### config.mk
export PLATFORM = sky130hd
export DESIGN_NAME = skt_cell
export DESIGN_NICKNAME = d
export VERILOG_FILES = /design/src/rtl/skt_pkg.sv /design/src/rtl/skt_cell.sv
export SDC_FILE = /design/constraint.sdc
export NUM_CORES = 1
export LEC_CHECK = 0
export BUFFER_PORTS_ARGS = -buffer_cell sky130_fd_sc_hd__buf_4
export CAP_MARGIN = 40
export CORE_AREA = 2 2 191 193
export CTS_CLUSTER_SIZE = 20
export DETAILED_ROUTE_END_ITERATION = 6
export DIE_AREA = 0 0 193 195
export GPL_TIMING_DRIVEN = 1
export RECOVER_POWER = 100
export REMOVE_ABC_BUFFERS = 1
export SLEW_MARGIN = 20
export SYNTH_ARGS = -nofsm -noshare
export SYNTH_HDL_FRONTEND = slang
export SYNTH_SLANG_ARGS = --single-unit
### constraint.sdc
create_clock -name clock -period 15 [get_ports clock]
set_clock_uncertainty 0.2 [all_clocks]
set_input_delay 0 -clock clock [delete_from_list [all_inputs] [get_ports clock]]
set_output_delay 0 -clock clock [all_outputs]
set_load 0.02 [all_outputs]
### src/rtl/skt_pkg.sv
// ----------------------------------------------------------------------------
// skt_pkg: shared types for the sorted key table
// Beat formats, operation and status codes, cell control codes and the
// sequencer state type.
// ----------------------------------------------------------------------------
package skt_pkg;

   // Operation carried by a request beat
   typedef enum logic [1:0] {
      FUNC_INSERT = 2'd0,
      FUNC_DELETE = 2'd1,
      FUNC_LOOKUP = 2'd2,
      FUNC_LIST   = 2'd3
   } func_type;

   // Completion status carried by a response beat
   typedef enum logic [2:0] {
      STATUS_OK        = 3'd0,
      STATUS_DUPLICATE = 3'd1,
      STATUS_NOT_FOUND = 3'd2,
      STATUS_EMPTY     = 3'd3,
      STATUS_FULL      = 3'd4
   } status_type;

   typedef struct packed {
      func_type           func;
      logic signed [31:0] key;
      logic [63:0]        payload;
   } req_type;

   typedef struct packed {
      status_type         status;
      logic signed [31:0] entry_key;
      logic [63:0]        entry_payload;
      logic               last;
   } rsp_type;

   // Command broadcast to every cell of the chain
   typedef enum logic [2:0] {
      CELL_HOLD = 3'd0,
      CELL_CMP  = 3'd1,
      CELL_INS  = 3'd2,
      CELL_DEL  = 3'd3,
      CELL_ROT  = 3'd4
   } cell_op_type;

   // Flags one cell shows its neighbors and the sequencer
   typedef struct packed {
      logic valid; // cell holds an entry
      logic mark;  // cell is empty or its key is above the search key
      logic hit;   // cell holds the search key
   } cell_link_type;

   // Sequencer states
   typedef enum logic [1:0] {
      ST_IDLE = 2'd0,
      ST_CMP  = 2'd1,
      ST_EXEC = 2'd2,
      ST_LIST = 2'd3
   } state_type;

endpackage

### src/rtl/skt_cell.sv
// ----------------------------------------------------------------------------
// skt_cell: one slot of the sorted key chain
// Holds one key/payload entry and its compare flags. On a broadcast command
// it compares, takes the entry of its lower or upper neighbor, loads the new
// entry, or rotates toward the head for list readout.
// ----------------------------------------------------------------------------
module skt_cell #(
   parameter int PAYLOAD_BITS = 64
) (
   input  logic                      clock,
   input  logic                      reset,
   input  skt_pkg::cell_op_type      cell_op,
   input  logic signed [31:0]        cmd_key,
   input  logic [PAYLOAD_BITS-1:0]   cmd_payload,
   input  skt_pkg::cell_link_type    prev_link,
   input  logic signed [31:0]        prev_key,
   input  logic [PAYLOAD_BITS-1:0]   prev_payload,
   input  skt_pkg::cell_link_type    next_link,
   input  logic signed [31:0]        next_key,
   input  logic [PAYLOAD_BITS-1:0]   next_payload,
   input  logic signed [31:0]        head_key,
   input  logic [PAYLOAD_BITS-1:0]   head_payload,
   output skt_pkg::cell_link_type    link_out,
   output logic signed [31:0]        key_out,
   output logic [PAYLOAD_BITS-1:0]   payload_out
);
   import skt_pkg::*;

   logic                     valid_ff, valid_in;
   logic                     eq_ff, eq_in;
   logic                     gt_ff, gt_in;
   logic signed [31:0]       key_ff, key_in;
   logic [PAYLOAD_BITS-1:0]  payload_ff, payload_in;
   logic                     mark;
   logic                     tail_part;

   // Suffix markers: insert region and delete region
   assign mark      = !valid_ff || gt_ff;
   assign tail_part = valid_ff && (eq_ff || gt_ff);

   assign link_out.valid = valid_ff;
   assign link_out.mark  = mark;
   assign link_out.hit   = valid_ff && eq_ff;
   assign key_out        = key_ff;
   assign payload_out    = payload_ff;

   // Next entry and flags
   always_comb begin
      valid_in   = valid_ff;
      eq_in      = eq_ff;
      gt_in      = gt_ff;
      key_in     = key_ff;
      payload_in = payload_ff;
      case (cell_op)
         CELL_CMP: begin
            eq_in = (key_ff == cmd_key);
            gt_in = (key_ff > cmd_key);
         end
         CELL_INS: begin
            if (mark) begin
               if (prev_link.mark) begin
                  valid_in   = prev_link.valid;
                  key_in     = prev_key;
                  payload_in = prev_payload;
               end else begin
                  valid_in   = 1'b1;
                  key_in     = cmd_key;
                  payload_in = cmd_payload;
               end
            end
         end
         CELL_DEL: begin
            if (tail_part) begin
               valid_in   = next_link.valid;
               key_in     = next_key;
               payload_in = next_payload;
            end
         end
         CELL_ROT: begin
            // valid entries form a ring: the last valid one takes the head
            if (valid_ff) begin
               if (next_link.valid) begin
                  key_in     = next_key;
                  payload_in = next_payload;
               end else begin
                  key_in     = head_key;
                  payload_in = head_payload;
               end
            end
         end
         default: begin
         end
      endcase
   end

   always_ff @(posedge clock) begin
      if (reset) begin
         valid_ff <= 1'b0;
         eq_ff    <= 1'b0;
         gt_ff    <= 1'b0;
      end else begin
         valid_ff <= valid_in;
         eq_ff    <= eq_in;
         gt_ff    <= gt_in;
      end
   end

   always_ff @(posedge clock) begin
      key_ff     <= key_in;
      payload_ff <= payload_in;
   end

endmodule

# Word-level counts from Yosys, hierarchy flattened

Index checks and enable logic that the tools add are counted.

Order comparisons: 1
Equal/unequal tests: 8
Muxes and demuxes: 16
Reductions and logical operators: 9

Operators by type and width:

| kind                                                            | number |
|---|---|
| 64-bit 2-to-1 mux                                               | 5 |
| 64-bit case mux with 3 select lines                             | 1 |
| 32-bit 2-to-1 mux                                               | 5 |
| 32-bit case mux with 3 select lines                             | 1 |
| 32-bit == test                                                  | 1 |
| 32-bit greater-than comparator                                  | 1 |
| 3-bit by 2-bit == test with 1-bit output, second input constant | 2 |
| 2-bit inequality test, second input constant                    | 3 |
| 4-bit AND reduction                                             | 1 |
| 3-bit by 1-bit == test with 1-bit output, second input constant | 1 |
| 3-bit == test, second input constant                            | 1 |
| 1-bit 2-to-1 mux                                                | 3 |
| 3-bit AND reduction                                             | 1 |
| 3-bit nonzero test                                              | 1 |
| 1-bit logical AND                                               | 2 |
| 1-bit logical OR                                                | 2 |
| 1-bit case mux with 2 select lines                              | 1 |
| 2-bit nonzero test                                              | 1 |
| 1-bit zero test                                                 | 1 |

Register bits: 99
Input bits: 395
Output and inout port bits: 99
Word-level logic and storage cells: 39

# Depth between registers and ports, before layout

Word-level depth: 4
Depth in mapped cells: 8
Depth with buffers taken out: 8

# Least setup slack after synthesis

OpenSTA, ideal clock, no wires.

Path type: register to register
Start point: reg valid_ff
End point: reg key_ff[0], in the netlist key_out[0], enable pin
Library setup time: 584 ps
Arrival time: 5138 ps
Required time: 14216 ps
Slack: 9078 ps
Stages on the path, launching flop included: 3
Path buffers: 0
Clock period less this slack: 5922 ps
Cell sequence: dfxtp_1 -> nand2_1 -> o22ai_1

Cells in the longest elaborated chain, start to end: 4
Elaborated cells on any way between the ends: 7
Those cells by class: eq/ne (3); reduce/logical (4)

Ends and longest elaborated chain:

| element                                  | RTL line        | RTL |
|---|---|---|
| from (decl)                              | skt_cell.sv:29  | `logic valid_ff, valid_in;` |
| from (signal assigned)                   | skt_cell.sv:102 | `valid_ff <= valid_in;` |
| 1-bit zero test                          | skt_cell.sv:38  | `assign mark = !valid_ff \|\| gt_ff;` |
| 1-bit logical OR                         | skt_cell.sv:38  |  |
| 2-bit inequality test (no source line)   | --              |  |
| 4-bit AND reduction (no source line) (*) | --              |  |
| to (signal assigned)                     | skt_cell.sv:109 | `key_ff <= key_in;` |
| to (decl)                                | skt_cell.sv:32  | `logic signed [31:0] key_ff, key_in;` |

Every way passes the cells marked *; elsewhere a longest branch is shown, timed or not.
A chain may end at the register's enable or synchronous reset.

# Worst setup path in the final report

Start point: in cell_op[2]
End point: reg key_ff[10], in the netlist key_out[10] (data pin)

Cells in the longest elaborated chain, start to end: 2
Elaborated cells on any way between the ends: 4
Those cells by class: eq/ne (3); mux (1)

Ends and longest elaborated chain:

| element                                                                          | RTL line       | RTL |
|---|---|---|
| from (decl)                                                                      | skt_cell.sv:12 | `input skt_pkg::cell_op_type cell_op,` |
| 3-bit == test / 3-bit by 2-bit == test with 1-bit output (equally long branches) | skt_cell.sv:54 | `case (cell_op)` |
| 32-bit case mux with 3 select lines (*)                                          | skt_cell.sv:54 |  |
| named net key_in[10]                                                             | skt_cell.sv:32 |  |

Mark *: on every way through the listed nets, which the timed path passes. The rest lies on a longest branch.

==> impl_metrics.ini <==
[yosys]
yosysTopAreaCell = edfxtp_1
synth_top_cells_by_area = edfxtp_1, a221o_1, mux2i_1
synth_top_area_share_pct = 45.1
synthFlopType = edfxtp_1
synth_edf_count = 96
synth_async_sr_flop_share_pct = 0
synth-seq-cells = 99
netlist-cell-type-count = 36
yosys_warnings = 0
postSynthCellCount = 574
ys_seq_area_share_pct = 46.0
syn_area_per_cell_um2 = 11.1
synth_area_um2 = 6400

[sta]
fin_crit_ns = 5.79
setup_viol = 0
finalHoldViolCount = 0
period_share_pct = 38.6
rsz0062_at_grt = false
finalMaxSlewViolations = 197
fin_setup_tns_ns = 0
whs_ns = 0.135
max_freq_mhz = 173
worst_slew_pin_slew_ns = 3.01
slew_headroom_pct = -101

[global_route]
grt_pass1_vias = 7886
antenna_found_initial = 2
grt-ovfl-total = 0
grt_max_degree = 52
grt_pass1_wl_mm = 43.3
gr-usage-all-layers_pct = 15.2

[run_status]
failed_checks = capacitance limit, slew limit
outcome = finished, violations left

[setup_path]
endpoint_kind = flip-flop
r2r-start = valid_ff
reg2reg_setup_slack_ns = 11.39
cp_max_fo = 51
worstRegToRegCells = 3
r2r-end = payload_out[40]
path_class = input pin to flip-flop
start_kind = input pin
required_ns = 14.91
cp_data_arrival_time_ns = 5.70

[cts]
clk_latency_ns = 0.37
path_clk_slew_ns = 0.07
cts.path.max_buffers = 2
cts_tree = yes
htreeDepth = 3
cts_root_buffer = clkbuf_16
clock_sinks = 99
numCtsBuffers = 9
cts_setup_buffers = 0

[pwr]
power_frac_clock_pct = 28.3
switching_power_uw = 227
power_per_cell_area_nw_per_um2 = 68.0
p_seq_share_pct = 38.6
p_int_uw = 620
p_leak_uw = 0.00559
p_comb_share_pct = 33.1
netSwitchingFraction_pct = 26.8
vdd_drop_max_v = 0.0000603

[layout]
nNetsFinal = 1667
area.growth.synth_to_final_pct = 95.0
num-fill-cells = 3598
drive_gt1_share_pct = 33.7

[min_path]
holdCritPathClass = input pin to flip-flop
hold_depth = 5
min_to = gt_ff
hp-start = cmd_key[31]

[placed_design]
dp_hpwl_mm = 22.1
place.gp.congestion = 0.828
placement.io_buffers = 490

[detailed_routing]
dr.first_iter.drc_count = 286
wire_per_inst_um = 17.5
drt-total-wl_mm = 29.9
drcViolationCount = 0
via_count = 7506
dr.pass1.iters = 4
vias_per_cell = 4.40
drtAntennaViolNets = 0

[floorplan]
rows = 69
core_area_um2 = 35400
io_pins = 494
die_y_um = 195
die_w_um = 193
initial_core_util_pct = 18.1
die_area_um2 = 37600

[job]
maxCapViolCount = 4
-- power by group through the flow --
| stage | combinational (uW) | clock, uW | sequential [uW] |
|---|---|---|---|
| after global routing | 302 | 261 | 328 |
| after floorplan | 79.2 | 0 | 347 |
| final | 280 | 240 | 327 |
| after CTS | 288 | 251 | 327 |
| after detailed placement | 225 | 0 | 333 |
| after global placement | 222 | 0 | 332 |
-- cells in the mapped netlist, drive strengths merged (2+ instances only) --
cell type,number
a211o,3
a21oi,17
a221o,96
buf,21
clkbuf,22
dfxtp,3
edfxtp,96
ha,32
inv,33
mux2i,96
nand2,11
nand2b,4
nand3,2
nand3b,2
nand4,6
nor2,104
nor2b,5
nor3,2
o21ai,6
o22ai,2
o31ai,2
-- repair_timing --
action | in CTS | in global routing
hold buffers | 199 | 0
endpoints found under the hold margin | 99 | 0
gates resized for setup | 0 | 0
-- area by class of cell --
type                       instances  area (um^2)  share of cell area, %
timing repair buffer             698         5370                   43.1
multi-input combinational        399         3170                   25.4
sequential                        99         2940                   23.6
tap                              461          577                   4.62
clock buffer                      10          229                   1.84
inverter                          33          124                  0.993
clock inverter                     5         55.1                  0.441
antenna                            2         5.00                 0.0401
-- placed cells by master, fill, tap and decap left out, types with 2 or more instances in the layout --
| master | synthesis | layout |
|---|---|---|
| dfxtp_1 | 3 | 3 |
| ha_1 | 32 | 32 |
| nor3_1 | 2 | 2 |
| a221o_1 | 96 | 96 |
| dlygate4sd3_1 | 0 | 199 |
| a211o_2 | 2 | 2 |
| nor2_1 | 104 | 103 |
| nand2b_1 | 4 | 4 |
| buf_4 | 2 | 395 |
| clkbuf_1 | 22 | 103 |
| o21ai_0 | 5 | 5 |
| nand4_1 | 6 | 6 |
| clkinvlp_4 | 0 | 2 |
| nand3b_1 | 2 | 2 |
| a21oi_1 | 17 | 17 |
| inv_1 | 33 | 33 |
| clkinv_2 | 0 | 2 |
| mux2i_1 | 96 | 96 |
| nand2_1 | 11 | 11 |
| diode_2 | 0 | 2 |
| clkbuf_16 | 0 | 9 |
| nor2b_1 | 5 | 5 |
| edfxtp_1 | 96 | 96 |
-- state kept, by name (all words and copies together) (netlist names) --
name / flops
gt_ff: 1
key_out: 32
valid_ff: 1
payload_out: 64
eq_ff: 1
-- metal layers --
| layer | up-vias | part of all wire [%] | track usage (%) |
|---|---|---|---|
| li1 | 3577 | - | - |
| met1 | 3544 | 39 | 17.1 |
| met2 | 344 | 51 | 27.0 |
| met3 | 41 | 7.8 | 4.31 |
| met4 | 0 | 2.4 | 5.58 |
| met5 | - | 0 | 0 |
-- per-stage QoR --
stage	cell area [um^2]	worst slack [ns]	total power [uW]	utilization, %	std cells
floorplan	6220	8.94	427	-	531
global placement	10600	12.25	555	29.9	1490
detailed placement	10600	12.21	558	30.0	1491
CTS	12900	11.64	865	36.4	1705
global route	12500	8.94	891	35.2	1707
finish	12500	9.21	848	35.2	1707
-- kinds of logic after synthesis --
group                      count (synthesis)  share of synthesized area (%)
DFF                                       99                           46.0
AOI/OAI and AO/OA                        130                           18.3
muxes                                     96                           15.0
and+or+nand+nor                          141                           9.74
adders and majority gates                 32                           6.26
buffers and inverters                     76                           4.66
-- worst max-delay path: stages --
cell and delay [ns]:
dlygate4sd3_1 0.53, clkbuf_1 0.17, nor2b_1 0.20, nand2b_1 0.18
nand2_1 1.61, clkbuf_1 1.79, nor2_1 0.24, a221o_1 0.37
dlygate4sd3_1 0.57
-- worst max path at each step --
stage               cells past startpoint  slack [ns]           to         from
floorplan                               2        8.94   key_out[0]     valid_ff
CTS                                     9       11.64  key_out[14]   cell_op[2]
detailed placement                      7       12.21        gt_ff  key_out[31]
global placement                        7       12.25        gt_ff  key_out[31]
global route                            9        8.94  key_out[10]   cell_op[2]
finish                                  9        9.21  key_out[10]   cell_op[2]
No activity file was read; power rests on OpenSTA's default activity.
